**config.mk**
```make
export PLATFORM = sky130hd
export DESIGN_NAME = object_file_section_deframer
export DESIGN_NICKNAME = d
export VERILOG_FILES = /design/src/sv/ofsd_pkg.sv /design/src/sv/ofsd_parser.sv /design/src/sv/object_file_section_deframer.sv
export SDC_FILE = /design/constraint.sdc
export NUM_CORES = 1
export LEC_CHECK = 0
export BUFFER_PORTS_ARGS = -buffer_cell sky130_fd_sc_hd__buf_2
export CORE_MARGIN = 3
export CORE_UTILIZATION = 45
export CTS_CLUSTER_DIAMETER = 150
export DETAILED_ROUTE_END_ITERATION = 8
export PLACE_DENSITY = 0.67
export SLEW_MARGIN = 20
export SYNTH_ARGS = -nofsm -noshare
export SYNTH_HDL_FRONTEND = slang
export SYNTH_SLANG_ARGS = --single-unit
```
**constraint.sdc**
```tcl
create_clock -name aclk -period 3.78 [get_ports aclk]
set_input_delay 0.378 -clock aclk [delete_from_list [all_inputs] [get_ports aclk]]
set_output_delay 0.378 -clock aclk [all_outputs]
set_load 0.05 [all_outputs]
```
**src/sv/ofsd_pkg.sv**
```systemverilog
package ofsd_pkg;

    localparam int BYTE_W = 8;
    localparam int WORD_W = 16;
    localparam int KIND_W = 2;

    localparam logic [WORD_W-1:0] HDR_WORDS_A = 16'hCADE;
    localparam logic [WORD_W-1:0] HDR_WORDS_B = 16'hDADA;

    localparam logic [KIND_W-1:0] KIND_WORD  = 2'd0;
    localparam logic [KIND_W-1:0] KIND_CHAR  = 2'd1;
    localparam logic [KIND_W-1:0] KIND_EMPTY = 2'd2;

    typedef struct packed {
        logic              valid;
        logic [KIND_W-1:0] kind;
        logic [WORD_W-1:0] addr;
        logic [WORD_W-1:0] word;
        logic [BYTE_W-1:0] ch;
        logic              last;
    } ofsd_result_t;

endpackage

```
**src/sv/ofsd_parser.sv**
```systemverilog
module ofsd_parser
    import ofsd_pkg::*;
(
    input  logic              aclk,
    input  logic              aresetn,
    input  logic              byte_accept,
    input  logic [BYTE_W-1:0] byte_in,
    output ofsd_result_t      result
);

    localparam logic [2:0] PH_HDR_HI  = 3'd0;
    localparam logic [2:0] PH_HDR_LO  = 3'd1;
    localparam logic [2:0] PH_ADDR_HI = 3'd2;
    localparam logic [2:0] PH_ADDR_LO = 3'd3;
    localparam logic [2:0] PH_CNT_HI  = 3'd4;
    localparam logic [2:0] PH_CNT_LO  = 3'd5;
    localparam logic [2:0] PH_BODY    = 3'd6;
    localparam logic [2:0] PH_WORD_LO = 3'd7;

    logic [2:0]        phase_reg, phase_next;
    logic [BYTE_W-1:0] hold_reg, hold_next;
    logic              is_word_reg, is_word_next;
    logic [WORD_W-1:0] addr_reg, addr_next;
    logic [WORD_W-1:0] cnt_reg, cnt_next;
    logic [WORD_W-1:0] joined;
    logic [WORD_W-1:0] cnt_dec;

    assign joined  = {hold_reg, byte_in};
    assign cnt_dec = cnt_reg - WORD_W'(1);

    always_comb begin
        phase_next   = phase_reg;
        hold_next    = hold_reg;
        is_word_next = is_word_reg;
        addr_next    = addr_reg;
        cnt_next     = cnt_reg;
        result       = '0;
        result.addr  = addr_reg;
        unique case (phase_reg)
            PH_HDR_HI, PH_ADDR_HI, PH_CNT_HI: begin
                hold_next  = byte_in;
                phase_next = phase_reg + 3'd1;
            end
            PH_HDR_LO: begin
                is_word_next = (joined == HDR_WORDS_A) || (joined == HDR_WORDS_B);
                phase_next   = PH_ADDR_HI;
            end
            PH_ADDR_LO: begin
                addr_next  = joined;
                phase_next = PH_CNT_HI;
            end
            PH_CNT_LO: begin
                cnt_next = joined;
                if (joined != '0) begin
                    phase_next = PH_BODY;
                end else begin
                    phase_next = PH_HDR_HI;
                    // empty label still reports its address
                    if (!is_word_reg) begin
                        result.valid = 1'b1;
                        result.kind  = KIND_EMPTY;
                        result.last  = 1'b1;
                    end
                end
            end
            PH_BODY: begin
                if (is_word_reg) begin
                    hold_next  = byte_in;
                    phase_next = PH_WORD_LO;
                end else begin
                    result.valid = 1'b1;
                    result.kind  = KIND_CHAR;
                    result.ch    = byte_in;
                    result.last  = (cnt_dec == '0);
                    cnt_next     = cnt_dec;
                    phase_next   = (cnt_dec == '0) ? PH_HDR_HI : PH_BODY;
                end
            end
            PH_WORD_LO: begin
                result.valid = 1'b1;
                result.kind  = KIND_WORD;
                result.word  = joined;
                addr_next    = addr_reg + WORD_W'(1);
                cnt_next     = cnt_dec;
                phase_next   = (cnt_dec == '0) ? PH_HDR_HI : PH_BODY;
            end
            default: begin
                phase_next = PH_HDR_HI;
            end
        endcase
    end

    always_ff @(posedge aclk) begin
        if (!aresetn) begin
            phase_reg   <= PH_HDR_HI;
            hold_reg    <= '0;
            is_word_reg <= 1'b0;
            addr_reg    <= '0;
            cnt_reg     <= '0;
        end else if (byte_accept) begin
            phase_reg   <= phase_next;
            hold_reg    <= hold_next;
            is_word_reg <= is_word_next;
            addr_reg    <= addr_next;
            cnt_reg     <= cnt_next;
        end
    end

endmodule

```
**src/sv/object_file_section_deframer.sv**
```systemverilog
// channel  | dir | beat contents
// s_       | in  | tdata[7:0] in_byte
// m_       | out | tdata target_address, word_value, label_char; tuser result_kind;
//          |     | tlast label_last
// one input byte per cycle while s_tready is high; a result appears in the output
// register the cycle after its byte is taken, and the parse state loop sets the
// one-byte-per-cycle rate
// synchronous active-low reset returns the parser to the header high byte
// a stalled result holds s_tready low only while m_tready is low
module object_file_section_deframer
    import ofsd_pkg::*;
(
    input  logic        aclk,
    input  logic        aresetn,
    input  logic        s_tvalid,
    output logic        s_tready,
    input  logic [7:0]  s_tdata,   // in_byte
    output logic        m_tvalid,
    input  logic        m_tready,
    output logic [39:0] m_tdata,   // target_address, word_value, label_char
    output logic [1:0]  m_tuser,   // result_kind
    output logic        m_tlast    // label_last
);

    ofsd_result_t      result;
    logic              accept;
    logic              m_valid_reg;
    logic [39:0]       m_data_reg;
    logic [KIND_W-1:0] m_user_reg;
    logic              m_last_reg;

    assign s_tready = !m_valid_reg || m_tready;
    assign accept   = s_tvalid && s_tready;

    ofsd_parser u_parser (
        .aclk        (aclk),
        .aresetn     (aresetn),
        .byte_accept (accept),
        .byte_in     (s_tdata),
        .result      (result)
    );

    always_ff @(posedge aclk) begin
        if (!aresetn) begin
            m_valid_reg <= 1'b0;
        end else begin
            if (m_tready) begin
                m_valid_reg <= 1'b0;
            end
            if (accept) begin
                m_valid_reg <= result.valid;
            end
        end
    end

    always_ff @(posedge aclk) begin
        if (accept) begin
            m_data_reg <= {result.ch, result.word, result.addr};
            m_user_reg <= result.kind;
            m_last_reg <= result.last;
        end
    end

    assign m_tvalid = m_valid_reg;
    assign m_tdata  = m_data_reg;
    assign m_tuser  = m_user_reg;
    assign m_tlast  = m_last_reg;

endmodule
```
==> metrics.csv, run 1 <==
metric;value;unit
register area share after synthesis;0.494;
syn avg cell area;9.37;sq um
RD Place Congestion;0.909;
vias in the first global route;3396;
Largest register FFs;40;
routed length per instance;16.8;microns
setup TNS;0;ns
WP buf/inv;1;
share of Yosys cell area claimed by the top area cell type;0.291;
Worst setup EP type;flip-flop;
final routed DRC violation total;0;
number of flops mapped to enable cells by yosys;43;
net count after synthesis;496;
clk root buf;clkbuf_8;
pwr/cell area;418;nW/um^2
most frequent cells in the layout;56 x buf_2, 46 x nor2_1, 45 x dfxtp_1;
antenna violations before repair;0;
CP max stage cell;or4b_4;
critical path's top delay family;simple AND/OR/NAND/NOR gates;
final hold vios;0;
total gr overflow;0;
Most used DFF post-synth;dfxtp_1;
cts hold-fix bufs;0;
Rel. slew slack;0.347;
Die Y;105;microns
commonest non-fill, non-tap cell in the layout;buf_2;
PortBufs;56;
initial drt markers;289;
setup slack after layout;1.10;ns
GRT Util Overall;0.201;
number of buffers created by CTS;9;
Max-cap violations;0;
CTS tree;yes;
WS Path Type;reg -> reg;
Final Slew Violations;0;
status;completed;
min Tclk post-route;2.68;ns
worst slack at placement;1.14;ns
Clock Tree Buf Depth;2;
area added between synthesis and finish;12.5;%
arrival time worst endpoint;2.93;ns
RSZ-0062 raised after global routing;no;
largest net degree at the start of global routing;49;
Core Box Area;9420;sq um
share of cells above drive strength 1;0.164;
total power;0.00209;W
final WL;10900;microns
Hold/Removal Path Class;in -> reg;
vias per inst;5.78;
postcts setup bufs;0;
fraction of registers with async set/reset;0;
Initial Util;0.471;
flops & latches, synth;88;
Worst Max-Slew Pin Slew;0.974;ns
CTS H-tree depth;3;
Setup Viol. Count Final;0;
die area;11100;sq um
Synth area leader;edfxtp_1;
synth unique cells;59;
Leak;1.97;nW
Nets;536;
Worst Path Max Fanout;8;
diode count;0;
via count;3744;
Synth Warn #;0;
post-route ant nets;0;
clock-pin slew on the worst setup and hold paths;0.09;ns
Final Cycle Share;0.709;
drt pass-1 iters;5;
first-pass GRT wire length;17800;microns
clock sinks;88;
CP required;4.03;ns
Mapped Area;4440;sq um
Core Rows;35;
top cells by area, synth;edfxtp_1 29%, dfxtp_1 20%, o21ai_0 4.3%, and2_1 4.2%, a21oi_1 3.9%;
CP peak stage delay;0.56;ns
maximum vdd ir drop;0.191;mV
cell count after synthesis;474;
clk_lat worst skew;0.36;ns
fmax;373;MHz
worst-path cell chain;inv_1 -> ha_1 -> or3b_1 -> or4b_4 -> xor2_1 -> nand4_1 -> nor4b_1 -> o21ai_1;
Die W;105;microns
clk_skew;0.00774;ns
post-cts resize count;0;
startpoint types;flip-flop;
I/O pin cnt;57;
HPWL Detailed;7190;microns
metal layers:
layer	routed length (microns)	vias up	global-route usage
li1	-	1807	-
met4	200	0	0.0769
met3	674	21	0.0337
met2	5020	152	0.310
met1	5020	1764	0.281
met5	0	-	0
per-stage QoR:
stage          instance area (sq um)  cells   util  hold WS [ns]
4_1_cts                         4990    648  0.530         0.300
5_1_grt                         4990    648  0.530         0.350
3_3_place_gp                    4780    632  0.508         0.438
3_5_place_dp                    4780    632  0.508         0.442
6_report                        4990    648  0.530         0.305
2_1_floorplan                   4440    474      -         0.418
worst min-delay path, stage by stage:
cell      delay, ns
buf_2          0.12
o31ai_1        0.05
a21boi_0       0.07
worst paths after layout:
| kind | start | to | slack [ns] | cells past startpoint |
|---|---|---|---|---|
| worst max register to register | u_parser.cnt_reg[0] | u_parser.phase_reg[2] | 1.10 | 8 |
| worst min-delay path | s_tvalid | m_tvalid | 0.30 | 3 |
| worst min register to register | u_parser.addr_reg[7] | m_tdata[7] | 0.47 | 0 |
| worst max-delay path | u_parser.cnt_reg[0] | u_parser.phase_reg[2] | 1.10 | 8 |
cells by family after synthesis:
kind of cell	after synthesis	share of synthesized area
and+or+nand+nor	192	0.231
AOI/OAI and AO/OA	127	0.178
DFF	88	0.494
buffers and inverters	44	0.0403
muxes	10	0.0225
adders and majority gates	10	0.0282
xor gates and xnor gates	3	0.00592
final cells by class:
class / instances / area, sq um
clock inverter: 7 / 83.8
fill: 841 / 4420
multi-input combinational: 342 / 2070
clock buffer: 9 / 124
timing repair buffer: 61 / 318
sequential: 88 / 2190
inverter: 12 / 45.0
tap: 129 / 161
cell usage after synthesis (4+ instances only):
master	count
nor3_1	15
inv_1	10
edfxtp_1	43
o31ai_1	4
o21ai_0	38
dfxtp_1	45
nor4_1	7
o211ai_1	4
a22oi_1	4
a21boi_0	5
nor2b_1	16
nor2_1	46
a21oi_1	35
nand3_1	13
and4_1	4
and2_1	30
o22ai_1	7
nand2b_1	4
nand2_1	29
nand4_1	7
ha_1	10
mux2i_1	10
clkbuf_1	28
power breakdown:
part | internal [W] | switching, W | leakage [nW]
Sequential | 0.00104 | 0.0000399 | 0.808
Clock | 0.000320 | 0.000371 | 0.103
Combinational | 0.000100 | 0.000219 | 1.06
Total | 0.00146 | 0.000629 | 1.97
Power figures use the tool's default switching activity.
==> inputs of run 2 (changes only) <==
clock period = 2.6 ns   (was 3.78 ns; I/O delays follow)
==> run 2 against run 1 <==
Fmax is 7.0% higher. Global-route usage is 0.50 points lower. First-iteration DRC count decreased by 6.6%. Non-clock buffer count grew 12. Critical path depth grew 1. Largest cell class unchanged. Largest power group unchanged. Highest routed layer unchanged.
==> metrics.csv, run 2 (synthesis gave the netlist of run 1 again) <==
metric;value;unit;change
CP peak stage delay;0.54;ns;-0.02 ns
WP buf/inv;2;;+1
Worst setup EP type;flip-flop;;
clk root buf;clkbuf_8;;
commonest non-fill, non-tap cell in the layout;buf_2;;
pwr/cell area;595;nW/um^2;+42%
Die Y;105;microns;unchanged
CTS H-tree depth;3;;unchanged
GRT Util Overall;0.196;;-0.00502
area added between synthesis and finish;14.8;%;
worst-path cell chain;inv_1 -> ha_1 -> or3b_1 -> or4b_4 -> xor2_1 -> buf_4 -> nand4_1 -> nor2_1 -> a21o_1;;
Placed Cells;644;;+1.9%
routed length per instance;16.3;microns;-3.1%
HPWL Detailed;7250;microns;+0.80%
Core Rows;35;;unchanged
Hold EP;m_tvalid;;
Core Box Area;9420;sq um;unchanged
min Tclk post-route;2.50;ns;-0.176 ns
startpoint types;flip-flop;;
final routed DRC violation total;0;;unchanged
maximum vdd ir drop;0.230;mV;+21%
first-pass GRT wire length;17600;microns;-1.4%
final hold vios;0;;unchanged
Setup Viol. Count Final;0;;unchanged
CP required;2.72;ns;-1.31 ns
worst slack at placement;0.146;ns;-0.995 ns
fmax;399;MHz;+7.0%
Final Slew Violations;0;;unchanged
share of cells above drive strength 1;0.186;;+0.0227
drt pass-1 iters;5;;unchanged
initial drt markers;270;;-6.6%
FF+latch area;2190;sq um;unchanged
Leak;2.03;nW;+3.1%
fill cell count;872;;+3.7%
vias per inst;5.68;;-1.7%
post-route ant nets;0;;unchanged
RD Place Congestion;0.927;;+2.0%
CP max stage cell;or4b_4;;
vias in the first global route;3328;;-2.0%
die area;11100;sq um;unchanged
clk_skew;0.00922;ns;+0.00148 ns
cells on worst reg2reg path;9;;+1
Hold/Removal Path Class;in -> reg;;
PortBufs;56;;unchanged
WHS Path Cells;3;;unchanged
number of buffers created by CTS;9;;unchanged
Critical Path Stages;9;;+1
via count;3748;;+0.11%
Initial Util;0.471;;unchanged
final std cells w/o fill;660;;+1.9%
Max-cap violations;0;;unchanged
hold_sp;s_tvalid;;
critical path's top delay family;simple AND/OR/NAND/NOR gates;;
Final Cycle Share;0.963;;+0.254
clk_lat worst skew;0.36;ns;about the same
clock sinks;88;;unchanged
setup slack after layout;0.0963;ns;-1.00 ns
largest net degree at the start of global routing;41;;-16%
clock-pin slew on the worst setup and hold paths;0.09;ns;about the same
Worst Path Max Fanout;7;;-1
reg2reg start;u_parser.cnt_reg[1];;
Nets;548;;+2.2%
status;completed;;
Die W;105;microns;unchanged
Rel. slew slack;0.568;;+0.221
antenna violations before repair;0;;unchanged
WS Path Type;reg -> reg;;
final WL;10800;microns;-1.3%
diode count;0;;unchanged
Clock Tree Buf Depth;2;;unchanged
Worst Max-Slew Pin Slew;0.648;ns;-0.325 ns
flop2flop setup slack;0.1;ns;-1.00 ns
I/O pin cnt;57;;unchanged
most frequent cells in the layout;56 x buf_2, 46 x nor2_1, 45 x dfxtp_1;;
multi-input logic area;2080;sq um;+0.42%
total gr overflow;0;;unchanged
Largest register FFs;40;;unchanged
r2r endpoint;m_tlast;;
arrival time worst endpoint;2.62;ns;-0.31 ns
CTS tree;yes;;
cts hold-fix bufs;0;;unchanged
fin util;0.541;;+0.0110
[run 2: worst max path at each step]
stage / from / to
2_1_floorplan: u_parser.cnt_reg[0] / u_parser.phase_reg[2]
3_3_place_gp: u_parser.cnt_reg[1] / m_tlast
3_5_place_dp: u_parser.cnt_reg[1] / m_tlast
4_1_cts: u_parser.cnt_reg[1] / m_tlast
5_1_grt: u_parser.cnt_reg[1] / u_parser.phase_reg[2]
6_report: u_parser.cnt_reg[1] / m_tlast
[run 2: cell type report]
type	instances	area share
clock buffer	10	0.0250
inverter	12	0.00982
sequential	88	0.430
multi-input combinational	342	0.408
clock inverter	6	0.0157
tap	129	0.0317
timing repair buffer	73	0.0800
[run 2: power by group]
| part | internal, W | switching (W) | leakage [nW] |
|---|---|---|---|
| clock | 0.000460 | 0.000522 | 0.0998 |
| combinational | 0.000162 | 0.000324 | 1.12 |
| sequential | 0.00151 | 0.0000550 | 0.808 |
[run 2: through the flow]
| step | instance area (sq um) | hold slack, ns | total power (W) | TNS [ns] |
|---|---|---|---|---|
| 2_1_floorplan | 4450 | 0.418 | 0.00193 | 0 |
| 3_3_place_gp | 4880 | 0.438 | 0.00207 | 0 |
| 3_5_place_dp | 4880 | 0.435 | 0.00207 | 0 |
| 4_1_cts | 5090 | 0.182 | 0.00305 | 0 |
| 5_1_grt | 5100 | 0.217 | 0.00315 | -0.000146 |
| 6_report | 5100 | 0.189 | 0.00303 | 0 |
[run 2: layer usage]
| metal | part of all wire | GRT usage |
|---|---|---|
| met1 | 0.47 | 0.285 |
| met2 | 0.44 | 0.298 |
| met3 | 0.070 | 0.0331 |
| met4 | 0.013 | 0.0572 |
| met5 | 0 | 0 |
[run 2: tightest hold or removal path, stage by stage]
cell and delay, ns:
buf_2 0.11, o31ai_1 0.05, a21boi_0 0.07
[run 2: timing repair]
action	in CTS	in global routing
setup buffers	0	0
gates resized for setup	0	1
endpoints found under the setup margin	0	1
==> inputs of run 3 (changes only) <==
GPL_TIMING_DRIVEN = 0   (was unset)
MAX_ROUTING_LAYER = met4   (was unset)
clock period = 2.73 ns   (was 2.6 ns; I/O delays follow)
==> run 3 against run 2 <==
Design area grew 0.20%. Critical path depth fell by 1. Non-clock buffer count increased by 13. Sequential share of layout area down 0.060 points. Via count is 2.9% higher. Global-route usage grew 2.7 points. Routed wire length grew 10%. Largest power group unchanged. Highest routed layer unchanged.
==> metrics.csv, run 3 (synthesis gave the netlist of run 1 again) <==
metric;value;unit;change
status;completed;;
Rel. slew slack;0.372;;-0.196
WS Path Type;reg -> reg;;
grt met3 use;0.0478;;+0.0147
clk_skew;0.00909;ns;-0.000134 ns
Largest register FFs;40;;unchanged
fill cell count;874;;+0.23%
HPWL Detailed;8020;microns;+11%
area added between synthesis and finish;15.0;%;
worst-path cell chain;inv_1 -> ha_2 -> or3b_4 -> or4b_4 -> xor2_2 -> nand4_1 -> nor4b_2 -> o21ai_1;;
routed length per instance;17.6;microns;+8.0%
met2 usage;0.351;;+0.0524
post-route ant nets;0;;unchanged
Leak;2.01;nW;-1.2%
clock sinks;88;;unchanged
via count;3857;;+2.9%
CTS tree;yes;;
diode count;0;;unchanged
Worst Max-Slew Pin Slew;0.936;ns;+0.288 ns
number of buffers created by CTS;9;;unchanged
Nets;561;;+2.4%
Max-cap violations;0;;unchanged
Post-DP Area;4880;sq um;about the same
flop2flop setup slack;0.17;ns;+0.07 ns
cts hold-fix bufs;0;;unchanged
antenna violations before repair;0;;unchanged
final WL;11900;microns;+10%
CP required;2.98;ns;+0.26 ns
fin util;0.542;;+0.00106
FF+latch area;2190;sq um;about the same
largest net degree at the start of global routing;51;;+24%
Core Box Area;9420;sq um;unchanged
Hold/Removal Path Class;in -> reg;;
clk_lat worst skew;0.36;ns;about the same
I/O pin cnt;57;;unchanged
pwr/cell area;565;nW/um^2;-5.0%
Core Rows;35;;unchanged
Setup Viol. Count Final;0;;unchanged
first-pass GRT wire length;18900;microns;+7.6%
die area;11100;sq um;unchanged
Worst setup EP type;flip-flop;;
Final Cycle Share;0.938;;-0.0246
critical path's top delay family;simple AND/OR/NAND/NOR gates;;
GRT Util Overall;0.223;;+0.0271
fmax;390;MHz;-2.3%
min Tclk post-route;2.56;ns;+0.0581 ns
Initial Util;0.471;;unchanged
GRT busiest layer;met2;;
maximum vdd ir drop;0.254;mV;+10%
CP peak stage delay;0.56;ns;+0.02 ns
Clock Tree Buf Depth;2;;unchanged
clk root buf;clkbuf_8;;
CTS H-tree depth;3;;unchanged
RSZ-0062 raised after global routing;yes;;
final routed DRC violation total;0;;unchanged
WP buf/inv;1;;-1
Final Slew Violations;0;;unchanged
Die W;105;microns;unchanged
total gr overflow;0;;unchanged
Die Y;105;microns;unchanged
arrival time worst endpoint;2.81;ns;+0.19 ns
drt pass-1 iters;5;;unchanged
final hold vios;0;;unchanged
startpoint types;flip-flop;;
CP max stage cell;or4b_4;;
Worst Path Max Fanout;7;;unchanged
share of cells above drive strength 1;0.169;;-0.0173
vias in the first global route;3625;;+8.9%
commonest non-fill, non-tap cell in the layout;buf_2;;
PortBufs;55;;-1.8%
post-route cell area;5110;sq um;+0.20%
vias per inst;5.73;;+0.92%
RD Place Congestion;0.898;;-3.0%
clock-pin slew on the worst setup and hold paths;0.09;ns;about the same
multi-input logic area;2090;sq um;+0.72%
most frequent cells in the layout;57 x buf_2, 46 x nor2_1, 44 x dfxtp_1;;
initial drt markers;315;;+17%
GRT met1 Usage;0.284;;-0.00107
## run 3: layout make-up
type,count,share of cell area
Buffer,31,0.0262
Tap cell,129,0.0316
Timing Repair Buffer,55,0.0539
Inverter,12,0.00980
Sequential cell,88,0.430
Clock inverter,7,0.0149
Clock buffer,9,0.0243
Multi-Input combinational cell,342,0.410
## run 3: worst paths after layout
check                       startpoint                    end  cells after the start
hold / removal                s_tvalid               m_tvalid                      3
hold reg to reg   u_parser.addr_reg[5]             m_tdata[5]                      0
setup / recovery   u_parser.cnt_reg[1]  u_parser.phase_reg[2]                      8
setup reg to reg   u_parser.cnt_reg[1]  u_parser.phase_reg[2]                      8
## run 3: metal layers
layer / vias to the layer above / share of wire
li1: 1852 / -
met1: 1811 / 0.44
met2: 174 / 0.46
met3: 20 / 0.082
met4: 0 / 0.020
met5: - / 0
## run 3: per-stage QoR
stage,power [W],std cells,hold WS (ns),worst slack (ns),TNS (ns)
final,0.00289,673,0.221,0.168,0
after floorplan,0.00184,474,0.418,0.0651,0
after global routing,0.00300,673,0.241,-0.0127,-0.0127
after global placement,0.00197,658,0.445,-0.0298,-0.0298
after CTS,0.00289,674,0.219,0.0183,0
after detailed placement,0.00197,658,0.438,-0.0595,-0.0595
## run 3: worst register-to-register path: stages, from the launching register on
cell	delay, ns
dfxtp_1	0.37
inv_1	0.10
ha_2	0.23
or3b_4	0.44
or4b_4	0.56
xor2_2	0.20
nand4_1	0.17
nor4b_2	0.28
o21ai_1	0.10
## run 3: power by group
part	internal [W]	switching [W]
clock network	0.000433	0.000499
logic	0.000145	0.000321
registers	0.00144	0.0000497
## run 3: repair_timing
item / in CTS / in global routing
setup buffers: 0 / 0
gates resized for setup: 2 / 10
endpoints found under the setup margin: 1 / 12
